--- src/design/uup_pkg.sv ---
// Shared types, constants and helpers for the URL percent-unescape block.
package uup_pkg;

  localparam int BYTE_W          = 8;
  localparam int OUT_LEN_W       = 17;
  localparam int CFG_DATA_W      = 17;
  localparam int CFG_IDX_W       = 2;
  localparam int DEFAULT_MAX_LEN = 65536;
  localparam int QUEUE_DEPTH     = 2;
  localparam int RUN_CNT_W       = 2;
  localparam int RUN_MAX         = 3;

  localparam logic [CFG_IDX_W-1:0] REG_IN_PLACE   = 2'd0;
  localparam logic [CFG_IDX_W-1:0] REG_STOP_QUERY = 2'd1;
  localparam logic [CFG_IDX_W-1:0] REG_UTF8       = 2'd2;
  localparam logic [CFG_IDX_W-1:0] REG_DEST_CAP   = 2'd3;

  localparam logic [1:0] ST_OK        = 2'd0;
  localparam logic [1:0] ST_INVALID   = 2'd1;
  localparam logic [1:0] ST_TOO_SMALL = 2'd2;

  localparam logic [BYTE_W-1:0] CH_PERCENT = 8'h25;
  localparam logic [BYTE_W-1:0] CH_QUERY   = 8'h3F;
  localparam logic [BYTE_W-1:0] CH_HASH    = 8'h23;

  typedef enum logic [2:0] {
    PH_NORMAL   = 3'd0,
    PH_PCT      = 3'd1,
    PH_PCT_HI   = 3'd2,
    PH_VERBATIM = 3'd3,
    PH_STOPPED  = 3'd4
  } phase_e;

  // One request for the back end: up to three results, the last of which
  // is the status when eos is set.
  typedef struct packed {
    logic [RUN_CNT_W-1:0]            cnt;
    logic [RUN_MAX-1:0][BYTE_W-1:0]  data;
    logic                            eos;
    logic [1:0]                      code;
    logic [OUT_LEN_W-1:0]            len;
  } cmd_t;

  // Bit 4 flags a hex digit, bits 3:0 hold its value.
  function automatic logic [4:0] hex_value(input logic [BYTE_W-1:0] c);
    logic [4:0] r;
    r = 5'd0;
    if (c >= 8'h30 && c <= 8'h39) begin
      r = {1'b1, 4'(c - 8'h30)};
    end else if (c >= 8'h41 && c <= 8'h46) begin
      r = {1'b1, 4'(c - 8'h37)};
    end else if (c >= 8'h61 && c <= 8'h66) begin
      r = {1'b1, 4'(c - 8'h57)};
    end
    return r;
  endfunction

endpackage

--- src/design/uup_front.sv ---
// Front end: configuration, escape decoding state and request classification.
module uup_front #(
  parameter int MAX_LEN = uup_pkg::DEFAULT_MAX_LEN
) (
  input  logic                            clk_i,
  input  logic                            rst_ni,
  input  logic                            cfg_we_i,
  input  logic [uup_pkg::CFG_IDX_W-1:0]   cfg_idx_i,
  input  logic [uup_pkg::CFG_DATA_W-1:0]  cfg_wdata_i,
  input  logic                            in_valid_i,
  output logic                            in_ready_o,
  input  logic [uup_pkg::BYTE_W-1:0]      src_byte_i,
  input  logic                            end_of_string_i,
  input  logic                            q_full_i,
  output logic                            q_push_o,
  output uup_pkg::cmd_t                   q_cmd_o
);

  localparam int CNT_W = $clog2(MAX_LEN);
  localparam int SUM_W = CNT_W + 1;
  localparam int LEN_W = (CNT_W + 1 > uup_pkg::OUT_LEN_W) ? CNT_W + 1 : uup_pkg::OUT_LEN_W;
  localparam logic [SUM_W-1:0] SAT_MAX = SUM_W'(MAX_LEN - 1);

  logic                             in_place_q;
  logic                             stop_query_q;
  logic                             utf8_q;
  logic [uup_pkg::CFG_DATA_W-1:0]   cap_q;

  uup_pkg::phase_e                  phase_q, phase_d;
  logic [uup_pkg::BYTE_W-1:0]       held_q, held_d;
  logic [CNT_W-1:0]                 count_q, count_d;
  logic                             zero_q, zero_d;

  logic                             accept;
  uup_pkg::cmd_t                    cmd;

  assign in_ready_o = !q_full_i;
  assign accept     = in_valid_i && in_ready_o;
  assign q_push_o   = accept && (cmd.cnt != '0);
  assign q_cmd_o    = cmd;

  always_ff @(posedge clk_i or negedge rst_ni) begin
    if (!rst_ni) begin
      in_place_q   <= 1'b0;
      stop_query_q <= 1'b0;
      utf8_q       <= 1'b0;
      cap_q        <= '0;
    end else if (cfg_we_i) begin
      unique case (cfg_idx_i)
        uup_pkg::REG_IN_PLACE:   in_place_q   <= cfg_wdata_i[0];
        uup_pkg::REG_STOP_QUERY: stop_query_q <= cfg_wdata_i[0];
        uup_pkg::REG_UTF8:       utf8_q       <= cfg_wdata_i[0];
        uup_pkg::REG_DEST_CAP:   cap_q        <= cfg_wdata_i;
        default: ;
      endcase
    end
  end

  always_ff @(posedge clk_i or negedge rst_ni) begin
    if (!rst_ni) begin
      phase_q <= uup_pkg::PH_NORMAL;
      held_q  <= '0;
      count_q <= '0;
      zero_q  <= 1'b0;
    end else if (accept) begin
      phase_q <= phase_d;
      held_q  <= held_d;
      count_q <= count_d;
      zero_q  <= zero_d;
    end
  end

  always_comb begin
    logic [4:0]                  hc;
    logic [4:0]                  hh;
    logic [uup_pkg::BYTE_W-1:0]  c;
    logic [uup_pkg::BYTE_W-1:0]  v;
    logic [uup_pkg::RUN_CNT_W-1:0] nb;
    logic                        plain;
    logic [SUM_W-1:0]            sum;
    logic [CNT_W-1:0]            cnt_f;
    logic [LEN_W-1:0]            len_w;

    c       = src_byte_i;
    hc      = uup_pkg::hex_value(src_byte_i);
    hh      = uup_pkg::hex_value(held_q);
    v       = {hh[3:0], hc[3:0]};
    nb      = '0;
    plain   = 1'b0;
    len_w   = '0;
    phase_d = phase_q;
    held_d  = held_q;
    zero_d  = zero_q;
    cmd     = '0;

    if (end_of_string_i) begin
      unique case (phase_q)
        uup_pkg::PH_PCT: begin
          cmd.data[0] = uup_pkg::CH_PERCENT;
          nb          = 2'd1;
        end
        uup_pkg::PH_PCT_HI: begin
          cmd.data[0] = uup_pkg::CH_PERCENT;
          cmd.data[1] = held_q;
          nb          = 2'd2;
        end
        default: ;
      endcase
    end else begin
      unique case (phase_q)
        uup_pkg::PH_STOPPED: ;
        uup_pkg::PH_VERBATIM: begin
          cmd.data[0] = c;
          nb          = 2'd1;
        end
        uup_pkg::PH_PCT: begin
          if (hc[4]) begin
            held_d  = c;
            phase_d = uup_pkg::PH_PCT_HI;
          end else begin
            cmd.data[0] = uup_pkg::CH_PERCENT;
            nb          = 2'd1;
            plain       = 1'b1;
          end
        end
        uup_pkg::PH_PCT_HI: begin
          if (hc[4] && hh[4]) begin
            if (v == '0) begin
              phase_d = uup_pkg::PH_STOPPED;
              zero_d  = 1'b1;
            end else begin
              phase_d     = uup_pkg::PH_NORMAL;
              cmd.data[0] = v;
              nb          = 2'd1;
            end
          end else begin
            cmd.data[0] = uup_pkg::CH_PERCENT;
            cmd.data[1] = held_q;
            nb          = 2'd2;
            plain       = 1'b1;
          end
        end
        default: plain = 1'b1;
      endcase
      if (plain) begin
        priority if (stop_query_q && (c == uup_pkg::CH_QUERY || c == uup_pkg::CH_HASH)) begin
          phase_d      = uup_pkg::PH_VERBATIM;
          cmd.data[nb] = c;
          nb           = nb + 2'd1;
        end else if (c == uup_pkg::CH_PERCENT) begin
          phase_d = uup_pkg::PH_PCT;
        end else begin
          phase_d      = uup_pkg::PH_NORMAL;
          cmd.data[nb] = c;
          nb           = nb + 2'd1;
        end
      end
    end

    sum   = SUM_W'(count_q) + SUM_W'(nb);
    cnt_f = (sum > SAT_MAX) ? CNT_W'(SAT_MAX) : CNT_W'(sum);
    count_d = cnt_f;
    cmd.cnt = nb;

    if (end_of_string_i) begin
      priority if (in_place_q) begin
        cmd.code = zero_q ? uup_pkg::ST_INVALID : uup_pkg::ST_OK;
        len_w    = zero_q ? '0 : LEN_W'(cnt_f);
      end else if (cap_q == '0 || utf8_q) begin
        cmd.code = uup_pkg::ST_INVALID;
      end else if (LEN_W'(cap_q) <= LEN_W'(cnt_f)) begin
        cmd.code = uup_pkg::ST_TOO_SMALL;
        len_w    = LEN_W'(cnt_f) + LEN_W'(1);
      end else begin
        cmd.code = uup_pkg::ST_OK;
        len_w    = LEN_W'(cnt_f);
      end
      cmd.len = len_w[uup_pkg::OUT_LEN_W-1:0];
      cmd.eos = 1'b1;
      cmd.cnt = nb + 2'd1;
      phase_d = uup_pkg::PH_NORMAL;
      held_d  = '0;
      count_d = '0;
      zero_d  = 1'b0;
    end
  end

endmodule

--- src/design/uup_queue.sv ---
// Short request queue between the front and back ends.
module uup_queue #(
  parameter int DEPTH = uup_pkg::QUEUE_DEPTH
) (
  input  logic          clk_i,
  input  logic          rst_ni,
  input  logic          push_i,
  input  uup_pkg::cmd_t push_cmd_i,
  output logic          full_o,
  input  logic          pop_i,
  output logic          empty_o,
  output uup_pkg::cmd_t head_o
);

  localparam int PTR_W = (DEPTH > 1) ? $clog2(DEPTH) : 1;
  localparam int CNT_W = $clog2(DEPTH + 1);

  uup_pkg::cmd_t    mem_q [DEPTH];
  logic [PTR_W-1:0] wr_ptr_q, rd_ptr_q;
  logic [CNT_W-1:0] fill_q;

  assign full_o  = (fill_q == CNT_W'(DEPTH));
  assign empty_o = (fill_q == '0);
  assign head_o  = mem_q[rd_ptr_q];

  always_ff @(posedge clk_i) begin
    if (push_i) begin
      mem_q[wr_ptr_q] <= push_cmd_i;
    end
  end

  always_ff @(posedge clk_i or negedge rst_ni) begin
    if (!rst_ni) begin
      wr_ptr_q <= '0;
      rd_ptr_q <= '0;
      fill_q   <= '0;
    end else begin
      if (push_i) begin
        wr_ptr_q <= (wr_ptr_q == PTR_W'(DEPTH - 1)) ? '0 : wr_ptr_q + PTR_W'(1);
      end
      if (pop_i) begin
        rd_ptr_q <= (rd_ptr_q == PTR_W'(DEPTH - 1)) ? '0 : rd_ptr_q + PTR_W'(1);
      end
      if (push_i && !pop_i) begin
        fill_q <= fill_q + CNT_W'(1);
      end else if (pop_i && !push_i) begin
        fill_q <= fill_q - CNT_W'(1);
      end
    end
  end

endmodule

--- src/design/uup_back.sv ---
// Back end: expands queued requests into result items behind an output register.
module uup_back (
  input  logic                            clk_i,
  input  logic                            rst_ni,
  input  logic                            q_empty_i,
  input  uup_pkg::cmd_t                   q_head_i,
  output logic                            q_pop_o,
  output logic                            out_valid_o,
  input  logic                            out_ready_i,
  output logic [uup_pkg::BYTE_W-1:0]      out_byte_o,
  output logic                            is_status_o,
  output logic [1:0]                      status_code_o,
  output logic [uup_pkg::OUT_LEN_W-1:0]   result_length_o,
  output logic                            last_of_run_o
);

  logic [uup_pkg::RUN_CNT_W-1:0]    idx_q, idx_d;
  logic                             valid_q;
  logic [uup_pkg::BYTE_W-1:0]       byte_q, byte_d;
  logic                             status_q, status_d;
  logic [1:0]                       code_q, code_d;
  logic [uup_pkg::OUT_LEN_W-1:0]    len_q, len_d;
  logic                             last_q, last_d;
  logic                             load;
  logic                             take;

  assign load            = !valid_q || out_ready_i;
  assign take            = load && !q_empty_i;
  assign q_pop_o         = take && last_d;
  assign out_valid_o     = valid_q;
  assign out_byte_o      = byte_q;
  assign is_status_o     = status_q;
  assign status_code_o   = code_q;
  assign result_length_o = len_q;
  assign last_of_run_o   = last_q;

  always_comb begin
    logic [uup_pkg::BYTE_W-1:0] b;
    unique case (idx_q)
      2'd0:    b = q_head_i.data[0];
      2'd1:    b = q_head_i.data[1];
      default: b = q_head_i.data[2];
    endcase
    last_d   = (idx_q == q_head_i.cnt - 2'd1);
    status_d = last_d && q_head_i.eos;
    byte_d   = status_d ? '0 : b;
    code_d   = status_d ? q_head_i.code : uup_pkg::ST_OK;
    len_d    = status_d ? q_head_i.len : '0;
    idx_d    = last_d ? '0 : idx_q + 2'd1;
  end

  always_ff @(posedge clk_i or negedge rst_ni) begin
    if (!rst_ni) begin
      valid_q <= 1'b0;
      idx_q   <= '0;
    end else begin
      if (load) begin
        valid_q <= !q_empty_i;
      end
      if (take) begin
        idx_q <= idx_d;
      end
    end
  end

  always_ff @(posedge clk_i) begin
    if (take) begin
      byte_q   <= byte_d;
      status_q <= status_d;
      code_q   <= code_d;
      len_q    <= len_d;
      last_q   <= last_d;
    end
  end

endmodule

--- src/design/url_percent_unescape.sv ---
// URL percent-unescape top level: front end, request queue and back end.
// Takes one source byte per cycle and gives one result item per cycle when the
// output is not stalled, via the request queue and the output register. A
// source byte yields zero to three results (an incomplete escape flushes '%'
// and the held digit before the byte itself; the end marker flushes and adds
// the status); the back end drains one result a cycle when not stalled, so a
// byte that yields two or three results can hold the input once the two-entry
// request queue fills. The user must write configuration through the plain
// write port while the block is idle; this is not enforced. The status item
// closes each string; commit the data bytes only when its code is ok.
module url_percent_unescape #(
  parameter int MAX_LEN = uup_pkg::DEFAULT_MAX_LEN
) (
  input  logic                            clk_i,
  input  logic                            rst_ni,
  input  logic                            cfg_we_i,
  input  logic [uup_pkg::CFG_IDX_W-1:0]   cfg_idx_i,
  input  logic [uup_pkg::CFG_DATA_W-1:0]  cfg_wdata_i,
  input  logic                            in_valid_i,
  output logic                            in_ready_o,
  input  logic [uup_pkg::BYTE_W-1:0]      src_byte_i,
  input  logic                            end_of_string_i,
  output logic                            out_valid_o,
  input  logic                            out_ready_i,
  output logic [uup_pkg::BYTE_W-1:0]      out_byte_o,
  output logic                            is_status_o,
  output logic [1:0]                      status_code_o,
  output logic [uup_pkg::OUT_LEN_W-1:0]   result_length_o,
  output logic                            last_of_run_o
);

  logic          q_full;
  logic          q_push;
  logic          q_pop;
  logic          q_empty;
  uup_pkg::cmd_t q_cmd;
  uup_pkg::cmd_t q_head;

  uup_front #(
    .MAX_LEN (MAX_LEN)
  ) u_front (
    .clk_i           (clk_i),
    .rst_ni          (rst_ni),
    .cfg_we_i        (cfg_we_i),
    .cfg_idx_i       (cfg_idx_i),
    .cfg_wdata_i     (cfg_wdata_i),
    .in_valid_i      (in_valid_i),
    .in_ready_o      (in_ready_o),
    .src_byte_i      (src_byte_i),
    .end_of_string_i (end_of_string_i),
    .q_full_i        (q_full),
    .q_push_o        (q_push),
    .q_cmd_o         (q_cmd)
  );

  uup_queue #(
    .DEPTH (uup_pkg::QUEUE_DEPTH)
  ) u_queue (
    .clk_i      (clk_i),
    .rst_ni     (rst_ni),
    .push_i     (q_push),
    .push_cmd_i (q_cmd),
    .full_o     (q_full),
    .pop_i      (q_pop),
    .empty_o    (q_empty),
    .head_o     (q_head)
  );

  uup_back u_back (
    .clk_i           (clk_i),
    .rst_ni          (rst_ni),
    .q_empty_i       (q_empty),
    .q_head_i        (q_head),
    .q_pop_o         (q_pop),
    .out_valid_o     (out_valid_o),
    .out_ready_i     (out_ready_i),
    .out_byte_o      (out_byte_o),
    .is_status_o     (is_status_o),
    .status_code_o   (status_code_o),
    .result_length_o (result_length_o),
    .last_of_run_o   (last_of_run_o)
  );

endmodule
--- config.mk ---
export PLATFORM = sky130hd
export DESIGN_NAME = url_percent_unescape
export DESIGN_NICKNAME = d
export VERILOG_FILES = /design/src/design/uup_pkg.sv /design/src/design/uup_front.sv /design/src/design/uup_queue.sv /design/src/design/uup_back.sv /design/src/design/url_percent_unescape.sv
export SDC_FILE = /design/constraint.sdc
export NUM_CORES = 1
export LEC_CHECK = 0
export BUFFER_PORTS_ARGS = -buffer_cell sky130_fd_sc_hd__buf_4
export CORE_UTILIZATION = 61
export DETAILED_ROUTE_END_ITERATION = 12
export GPL_TIMING_DRIVEN = 1
export HOLD_SLACK_MARGIN = 0.1
export PLACE_DENSITY = 0.8
export SLEW_MARGIN = 30
export SYNTH_ARGS = -nofsm -noshare
export SYNTH_HDL_FRONTEND = slang
export SYNTH_SLANG_ARGS = --single-unit
--- constraint.sdc ---
create_clock -name clk_i -period 7.36 [get_ports clk_i]
set_input_delay 0 -clock clk_i [delete_from_list [all_inputs] [get_ports clk_i]]
set_output_delay 0 -clock clk_i [all_outputs]
set_load 0.005 [all_outputs]
==> results of run 1 <==
==> cell usage in the layout, fill, tap and decap left out, types with 6 or more instances in the layout <==
| master | synthesis | layout |
|---|---|---|
| nor3_1 | 11 | 10 |
| nand2_1 | 72 | 71 |
| xnor2_1 | 14 | 14 |
| dlygate4sd3_1 | 0 | 36 |
| buf_4 | 0 | 73 |
| nor2b_1 | 8 | 8 |
| edfxtp_1 | 121 | 121 |
| dfrtp_1 | 55 | 55 |
| a22o_1 | 16 | 16 |
| a21o_1 | 8 | 8 |
| mux2i_1 | 29 | 28 |
| nand4_1 | 15 | 15 |
| a211oi_1 | 11 | 11 |
| a22oi_1 | 13 | 13 |
| a31oi_1 | 7 | 7 |
| nor4_1 | 7 | 7 |
| o21ai_0 | 45 | 45 |
| and2_1 | 6 | 6 |
| or3_1 | 6 | 6 |
| nand3_1 | 25 | 25 |
| nand2b_1 | 6 | 6 |
| and3_1 | 10 | 10 |
| mux2_2 | 27 | 27 |
| ha_1 | 33 | 33 |
| a311oi_1 | 7 | 7 |
| inv_1 | 35 | 34 |
| a21oi_1 | 40 | 39 |
| nor2_1 | 61 | 59 |
| clkbuf_16 | 0 | 17 |
==> path summary, 6_finish.rpt <==
kind                                              endpoint  slack (ps)  cells past startpoint
hold / removal                  u_front.zero_q$_DFFE_PN0P_         140                      3
hold reg to reg              u_queue.fill_q[1]$_DFFE_PN0P_         530                      1
setup reg to reg            u_queue.mem_q[0][16]$_DFFE_PP_         430                     24
setup / recovery            u_queue.mem_q[0][16]$_DFFE_PP_         430                     24
max in group asynchronous  u_front.count_q[15]$_DFFE_PN0P_        6690                      2
min in group asynchronous    u_queue.fill_q[0]$_DFFE_PN0P_         150                      2
==> worst max-delay path, stage by stage, from the launching register on <==
cell and delay, ps:
dfrtp_1 500, inv_1 170, ha_1 210, o21bai_1 120, a2111oi_4 440, a32oi_1 110, o2111a_1 180, a2111o_1 520
ha_1 320, a21oi_1 80, o22ai_1 190, inv_1 90, fa_1 480, nand4b_1 250, or4_4 610, nand2_1 120
inv_1 130, ha_1 310, nand4_1 110, or2_2 320, nor4_1 280, a21oi_1 140, a21oi_1 390, nand4_1 210
nor3b_1 400
==> layer usage <==
layer	global-route usage [%]	wire length (µm)	vias to the layer above
met5	0	0	-
met4	9.64	342	0
met3	5.58	1430	35
met2	43.3	9960	310
met1	39.7	9490	3356
li1	-	-	3233
==> cell type report <==
type / instances / area, µm²
Inverter: 36 / 139
Timing Repair Buffer: 110 / 936
Tap cell: 184 / 230
Clock buffer: 22 / 484
Fill cell: 949 / 3760
Multi-Input combinational cell: 562 / 3930
Clock inverter: 10 / 100
Sequential cell: 176 / 5010
==> report_power, final <==
part | total (W) | internal, W | switching (W) | leakage (nW)
clock network | 0.000883 | 0.000505 | 0.000378 | 0.276
registers | 0.00151 | 0.00138 | 0.000133 | 1.87
logic | 0.00101 | 0.000433 | 0.000574 | 2.05
==> cell families (layout without fill, tap and decap cells) <==
| logic type | count (synthesis) | count (layout) | share of synthesized area (%) |
|---|---|---|---|
| mux | 56 | 56 | 6.47 |
| flops | 176 | 176 | 54.5 |
| compound gates | 189 | 189 | 14.0 |
| buf+inv | 75 | 178 | 3.23 |
| simple gates | 264 | 264 | 15.2 |
| xor+xnor | 19 | 19 | 1.89 |
| fa+ha+maj | 34 | 34 | 4.71 |
==> Yosys cell counts, types with 16 or more instances <==
master,count,area [µm²]
nand3_1,25,125
mux2i_1,29,290
dfrtp_1,55,1380
o21ai_0,45,225
a22o_1,16,140
a21oi_1,40,200
ha_1,33,413
mux2_2,27,304
edfxtp_1,121,3630
inv_1,35,131
clkbuf_1,31,116
nor2_1,61,229
nand2_1,72,270
==> registers in the layout (all words and copies together) (netlist names), 2 cells and up <==
name,cells
u_front.phase_q,3
u_front.count_q,16
u_queue.mem_q,92
u_queue.fill_q,2
u_front.cap_q,17
u_back.idx_q,2
u_back.out_byte_o,8
u_back.result_length_o,17
u_back.status_code_o,2
u_front.held_q,8
==> timing repair <==
item	in CTS	in global routing
hold buffers	36	0
endpoints found under the setup margin	0	34
endpoints found under the hold margin	136	0
gates resized for setup	0	4
setup buffers	0	3
==> through the flow <==
step                      setup slack [ps]  hold WS (ps)  total power [W]
after floorplan                        984          -296          0.00214
after global placement                 482          98.7          0.00243
after detailed placement               162           106          0.00248
after CTS                              159           143          0.00339
after global routing                  28.0           172          0.00358
final                                  430           142          0.00340
==> metrics.txt, run 1 <==
status=completed; Fin Clk Skew=around 6.7 ps; core box area=14600 µm²; # rows=44; Setup CP Type=flop to flop; initial DRC count=between 600 and 700; GP Congestion=0.944; Final period util=94.2%; clk root buf=clkbuf_16; HP Start=in_valid_i; Critical Path End Type=flop; All-Layer GR Usage=between 20 and 30%; Cells after Synth=between 800 and 900; Non-Filler Instances=between 1k and 1.5k; number of max-cap violations=0; unrepaired setup endpoints after global routing=false; Post-synth top flop=edfxtp_1; Post-Syn Area per Cell=approximately 11 µm²; CP Data Arrival Time=just over 7000 ps; Hold Path Class=primary input to flop; P_leak=between 4 and 5 nW; Startpoint Class=flop; Synth Net Count=880; via/cell ratio=6.30; sum of negative setup slack=0 ps; max-slew violation count=0; drt first pass iters=8; die area=15600 µm²; Vert. Die Dim=between 100 and 150 µm; initial antenna violation count=0; final core occ=about 74%; worst flop-to-flop path startpoint=u_front.held_q[1]$_DFFE_PN0P_; antenna diode count=0; Vias=6934; CTS Sinks=between 150 and 200; Longest Clk Path Bufs=2; DP HPWL=~14000 µm; routed wire length=about 21000 µm; antenna viol nets, final=0; CTS tree=built; PD cells=around 310 nW/µm²; pin count of the biggest net entering global routing=between 50 and 60; layout cells sized above 1=around 17%; grt ovf=0; total CTS buffers=17; port bufs=63; number of synthesized register bits=approximately 180; fin area=roughly 11000 µm²; EDFF count, synth=between 100 and 150; FFs w/ async S/R, synth=a little under a third; maximum vdd ir drop=approximately 0.22 mV; synth unique cells=80; Synth-to-Final Area Change=17.8%; WP data required=approximately 7600 ps; placed cell count=1028; area post-placement=between 9000 and 10000 µm²; num ports=64; Net count, final=970; sequential area share after synthesis=around 55%; Crit. Startpoint=u_front.held_q[1]$_DFFE_PN0P_; mapped cell area=9190 µm²; Reg clk slew, reported paths=about 70 ps; routed length per instance=about 19 µm; vias in the first global route=about 6.6k; Starting Density=a little over three fifths; Syn. warnings=0; Final setup violation count=0; post-layout minimum cycle time=between 6000 and 7000 ps; clk_lat worst skew=430 ps; final hold violations=0; Critical Path Fanout Max=10; Rel. slew slack=between 30% and 40%; Worst Max-Slew Pin Slew=963 ps; H-tree depth=4; Die W=125 µm; fmax=around 140 MHz; Remaining DRCs=0; first-pass GRT wire length=34000 µm
Power figures use the tool's default switching activity.
==> run 2: changes to the inputs <==
ABC_AREA = 1   (was not set)
==> run 2 against run 1 <==
Net effect:
- critical path depth is 15 higher
- total power grew 1.5%
- via count is 11% higher
- count of clock-buffer cells in the layout shrank 1
- combinational power increased by 8%
- utilization down 1.8 points
- critical endpoint is now u_queue.mem_q[0][8]$_DFFE_PP_
- clock skew rose by 5.4 ps
- first-iteration DRC count up 22%
==> metrics.txt, run 2 <==
vias in the first global route=7178 (+8.1%); Remaining DRCs=0 (unchanged); Hold Path Class=primary input to async pin; Final period util=84.8% (-9.4 points); drt first pass iters=5 (-3); unrepaired setup endpoints after global routing=false; Post-CTS Setup Repair Bufs=0 (unchanged); Die W=126 µm (+1.3%); total CTS buffers=17 (unchanged); Final setup violation count=0 (unchanged); FFs w/ async S/R, synth=31.3% (unchanged); synth cell count leaders=nand2_1, edfxtp_1, inv_1; most frequent cell after synthesis=nand2_1; post-synth top area cell=edfxtp_1; Largest Register=u_queue.mem_q; P_leak=4.63 nW (+10%); # resized after CTS=0 (unchanged); pin count of the biggest net entering global routing=56 (unchanged); Setup CP Type=flop to flop; sum of negative setup slack=0 ps (unchanged); grt ovf=0 (unchanged); number of synthesized register bits=176 (unchanged); fmax=160 MHz (+11%); H-tree depth=4 (unchanged); initial DRC count=790 (+22%); final core occ=72.4% (-1.8 points); Starting Density=62.3% (-0.67 points); status=completed; Rel. slew slack=37.4% (+1.8 points); hold buffer count at cts=34 (-5.6%); Max stage delay on crit path=470 ps (-140 ps); area post-placement=10100 µm² (+2.6%); CTS tree=built; port bufs=63 (unchanged); Design Power=0.00346 W (+1.5%); via/cell ratio=5.72 (-9.3%); CTS Sinks=176 (unchanged); All-Layer GR Usage=28.4% (+0.34 points); maximum vdd ir drop=0.281 mV (+26%); Worst Max-Slew Pin Slew=937 ps (-26.0 ps); num ports=64 (unchanged); leading cell type in the layout, fill and taps excluded=nand2_1; CP dominant cell by count=nand2_1; mapped cell area=9440 µm² (+2.7%); first-pass GRT wire length=35000 µm (+2.9%); die area=16000 µm² (+2.7%); Critical Path Fanout Max=21 (+11); EDFF count, synth=121 (unchanged); Synth Net Count=1119 (+27%); max FFs per register=92 (unchanged); core box area=15100 µm² (+3.8%); max-slew violation count=0 (unchanged); PD cells=315 nW/µm² (+0.30%); Place WS=1210 ps (+1050 ps); fin area=11000 µm² (+1.2%); antenna diode count=0 (unchanged); Vert. Die Dim=126 µm (+1.3%); layout cells sized above 1=13.0% (-4.5 points); clk root buf=clkbuf_16; Synth-to-Final Area Change=16.2%; Vias=7686 (+11%); Post-synth top flop=edfxtp_1; CP Data Arrival Time=6390 ps (-740 ps); WP data required=7520 ps (-40 ps); sequential area share after synthesis=53.1% (-1.4 points); Fin Clk Skew=12.2 ps (+5.44 ps); Longest Clk Path Bufs=2 (unchanged); Post-Syn Area per Cell=8.97 µm² (-21%); Startpoint Class=flop; GP Congestion=0.950 (+0.55%); initial antenna violation count=0 (unchanged); Syn. warnings=0 (unchanged); Final WS setup=1120 ps (+691 ps); ranking of synthesized cells by area=edfxtp_1, dfrtp_1, nand2_1; # rows=45 (+2.3%); share of the synthesized area in the top cell type=38.5% (-1.0 points); most frequent cells in the layout=nand2_1, edfxtp_1, inv_1; clk_lat worst skew=430 ps (about the same); Cells after Synth=1052 (+29%); synth unique cells=47 (-41%); number of max-cap violations=0 (unchanged); DP HPWL=14500 µm (+1.0%); routed wire length=21200 µm (about the same); final hold violations=0 (unchanged); routed length per instance=15.8 µm (-18%); Reg clk slew, reported paths=70 ps (about the same); post-layout minimum cycle time=6240 ps (-691 ps); antenna viol nets, final=0 (unchanged); Net count, final=1210 (+25%); crit path max-delay cell type=fa_1; Critical Path End Type=flop
-- run 2: worst max-delay path, delay by kind of cell, from the launching register on --
family,cells,cell delay (ps)
adder cells (fa/ha/maj),4,1280
AND/OR/NAND/NOR,24,3020
buffers and inverters,7,740
flip-flops,1,450
AO/OA/AOI/OAI,4,420
-- run 2: cell type report --
type                    count  area, µm²
fillers                  1106       4180
well taps                 188        235
clock inverters            11        106
repair buffers            104        866
multi-input cells         729       3860
inverters                 115        432
clock buffers              21        450
flip-flops and latches    176       5010
-- run 2: power breakdown --
part / switching (W) / internal (W)
combinational: 0.000699 / 0.000387
clock: 0.000379 / 0.000479
sequential: 0.000102 / 0.00141
total: 0.00118 / 0.00228
-- run 2: path summary, 6_finish.rpt --
kind                                                    start  cells past startpoint  slack, ps                         endpoint
worst max-delay path            u_front.held_q[0]$_DFFE_PN0P_                     39       1120    u_queue.mem_q[0][8]$_DFFE_PP_
worst min-delay path                                   rst_ni                      2        180    u_front.held_q[3]$_DFFE_PN0P_
worst max register to register  u_front.held_q[0]$_DFFE_PN0P_                     39       1120    u_queue.mem_q[0][8]$_DFFE_PP_
worst min register to register   u_queue.wr_ptr_q$_DFFE_PN0P_                      2        490     u_queue.wr_ptr_q$_DFFE_PN0P_
max in group asynchronous                              rst_ni                      2       6700  u_front.count_q[13]$_DFFE_PN0P_
min in group clk_i                                out_ready_i                      3        320   u_back.out_valid_o$_DFFE_PN0N_
-- run 2: metrics by stage --
| stage | hold WS [ps] | instances |
|---|---|---|
| floorplan | -296 | 1052 |
| global placement | 96.1 | 1278 |
| detailed placement | 109 | 1278 |
| CTS | 191 | 1344 |
| global route | 257 | 1344 |
| finish | 176 | 1344 |
-- run 2: per-layer routing --
layer / vias up / global-route usage, % / share of wire [%]
met3: 37 / 3.88 / 6.7
met5: - / 0 / 0
met2: 310 / 43.5 / 45
li1: 3767 / - / -
met4: 0 / 10.6 / 1.8
met1: 3572 / 41.4 / 47
-- run 2: kinds of logic after synthesis --
group / share of synthesized area (%)
DFF: 53.1
and+or+nand+nor: 22.2
xor gates and xnor gates: 1.11
AOI/OAI and AO/OA: 11.3
buffers and inverters: 6.06
adders and majority gates: 4.59
muxes: 1.66
==> run 3: changes to the inputs <==
ABC_AREA = 0   (was 1)
CORE_UTILIZATION = 55   (was 61)
PLACE_DENSITY = 0.77   (was 0.8)
clock period = 5.2 ns   (was 7.36 ns; I/O delays follow)
==> run 3 against run 2 <==
Net effect:
- the flow now finishes with violations (setup timing)
- critical path depth fell by 11
- clock power up 47%
- utilization grew 2.1 points
- sequential share of layout area down 4.0 points
- sequential power grew 40%
- largest power group unchanged
- total power increased by 47%
- routed wire length increased by 7.7%
- fmax grew 2.6%
- worst setup slack lost 2000 ps
==> metrics.txt, run 3 (synthesis gave the netlist of run 1 again) <==
clk_lat worst skew=440 ps (about the same); core box area=16100 µm² (+6.4%); Final period util=117% (+32 points); Longest Clk Path Bufs=2 (unchanged); drt first pass iters=5 (unchanged); CTS Sinks=176 (unchanged); Final setup violation count=36 (+36); Rel. slew slack=42.4% (+5.1 points); die area=17200 µm² (+7.9%); Net count, final=1074 (-11%); PD cells=422 nW/µm² (+34%); vias in the first global route=7222 (+0.61%); Final WS setup=-882 ps (-2000 ps); leading cell type in the layout, fill and taps excluded=buf_4; num ports=64 (unchanged); Design Power=0.00506 W (+47%); Non-Filler Instances=1236 (-8.0%); Hold Path Class=primary input to async pin; layout cells sized above 1=32.3% (+19 points); fmax=164 MHz (+2.6%); P_leak=4.77 nW (+3.1%); Starting Density=57.0% (-5.3 points); initial DRC count=785 (-0.63%); Setup CP Type=flop to flop; fin area=12000 µm² (+9.5%); Fin Clk Skew=9.38 ps (-2.78 ps); sequential cell area=5010 µm² (about the same); initial antenna violation count=0 (unchanged); routed length per instance=18.5 µm (+17%); sum of negative setup slack=-26910 ps (-26910 ps); Fill cells=1043 (-5.7%); violated checks=setup timing; port bufs=63 (unchanged); max-slew violation count=0 (unchanged); unrepaired setup endpoints after global routing=true; Critical Path End Type=flop; GP Congestion=0.950 (unchanged); Vias=7413 (-3.6%); Remaining DRCs=0 (unchanged); Startpoint Class=flop; area post-placement=10700 µm² (+6.2%); Max stage delay on crit path=480 ps (about the same); maximum vdd ir drop=0.338 mV (+21%); grt ovf=0 (unchanged); via/cell ratio=6.00 (+4.9%); Buf/Inv on CP=4 (-3); routed wire length=22800 µm (+7.7%); CP Data Arrival Time=6260 ps (-130 ps); CTS tree=built; first-pass GRT wire length=36600 µm (+4.6%); antenna viol nets, final=0 (unchanged); Critical Path Fanout Max=7 (-67%); pin count of the biggest net entering global routing=56 (unchanged); Reg clk slew, reported paths=70 ps (about the same); crit path max-delay cell type=a2111o_1; number of max-cap violations=0 (unchanged); Die W=131 µm (+3.9%); Worst Max-Slew Pin Slew=861 ps (-76.0 ps); most frequent cells in the layout=buf_4, edfxtp_1, nand2_1; clk root buf=clkbuf_16; Largest Register=u_queue.mem_q; max FFs per register=92 (unchanged); WP data required=5370 ps (-2150 ps); post-layout minimum cycle time=6080 ps (-157 ps); area of the multi-input gates=4280 µm² (+11%); DP HPWL=15500 µm (+7.2%); final hold violations=0 (unchanged); H-tree depth=4 (unchanged); Largest delay share family, worst path=simple AND/OR/NAND/NOR gates; Synth-to-Final Area Change=30.7%; Vert. Die Dim=131 µm (+3.9%); status=complete, but fails checks; All-Layer GR Usage=27.0% (-1.3 points); antenna diode count=0 (unchanged); # rows=46 (+2.2%); placed cell count=1150 (-10%); total CTS buffers=17 (unchanged)
-- run 3: cell count changes in the layout (fill, tap and decap cells not counted), sizes merged, moves of 16 or more --
| cell | before | now |
|---|---|---|
| a22o | 0 | 16 |
| buf | 70 | 184 |
| nand3 | 71 | 25 |
| nor2 | 82 | 61 |
| o21ai | 88 | 49 |
| a21oi | 64 | 42 |
| mux2i | 1 | 29 |
| o22ai | 25 | 4 |
| nand2 | 278 | 73 |
| inv | 116 | 43 |
-- run 3: per-layer routing --
metal,GRT usage (%),part of all wire [%],vias up
li1,-,-,3434
met5,0,0,-
met1,36.3,44,3608
met3,5.09,6.4,41
met4,8.79,1.7,0
met2,44.3,48,330
-- run 3: worst register-to-register path: cells and delay by family, from the launching register on --
kind	cells	cell delay (ps)
muxes	1	190
and+or+nand+nor	11	1930
buffers and inverters	4	400
AOI/OAI and AO/OA	7	1630
adders and majority gates	4	1020
xor gates and xnor gates	1	210
DFF	1	460
-- run 3: power by group --
| part | switching, W | internal [W] | leakage (nW) |
|---|---|---|---|
| registers | 0.000160 | 0.00195 | 1.87 |
| clock network | 0.000583 | 0.000678 | 0.285 |
| logic | 0.000934 | 0.000756 | 2.62 |
-- run 3: cell type report --
class | instances | share of cell area [%]
clock buffers | 17 | 3.54
clock inverters | 15 | 1.28
inverters | 36 | 1.21
multi-input cells | 562 | 35.6
flip-flops and latches | 176 | 41.7
well taps | 216 | 2.25
repair buffers | 214 | 14.3
-- run 3: what timing repair did --
action | CTS | global route
setup buffers | 21 | 9
setup endpoints to repair | 36 | 36
hold buffers | 30 | 0
resized for setup | 42 | 20
pin swaps | 30 | 27
hold endpoints to repair | 93 | 0
-- run 3: per-stage QoR --
stage / worst slack [ps] / utilization (%) / hold slack, ps
after detailed placement: -813 / 66.3 / 101
after global placement: -496 / 66.3 / 88.9
after global routing: -1080 / 74.5 / 141
after floorplan: -520 / - / -296
final: -882 / 74.5 / 139
after CTS: -744 / 73.5 / 114
-- run 3: final timing paths --
check                      slack, ps  cells past startpoint                          start                        endpoint
min reg2reg                      510                      1  u_queue.fill_q[1]$_DFFE_PN0P_   u_queue.fill_q[1]$_DFFE_PN0P_
max                             -880                     28  u_front.held_q[0]$_DFFE_PN0P_  u_queue.mem_q[0][13]$_DFFE_PP_
max in group asynchronous       4570                      2                         rst_ni   u_front.held_q[1]$_DFFE_PN0P_
min                              140                      2                         rst_ni   u_front.held_q[2]$_DFFE_PN0P_
min in group clk_i               140                      3                  src_byte_i[0]  u_queue.mem_q[1][28]$_DFFE_PP_
max reg2reg                     -880                     28  u_front.held_q[0]$_DFFE_PN0P_  u_queue.mem_q[0][13]$_DFFE_PP_
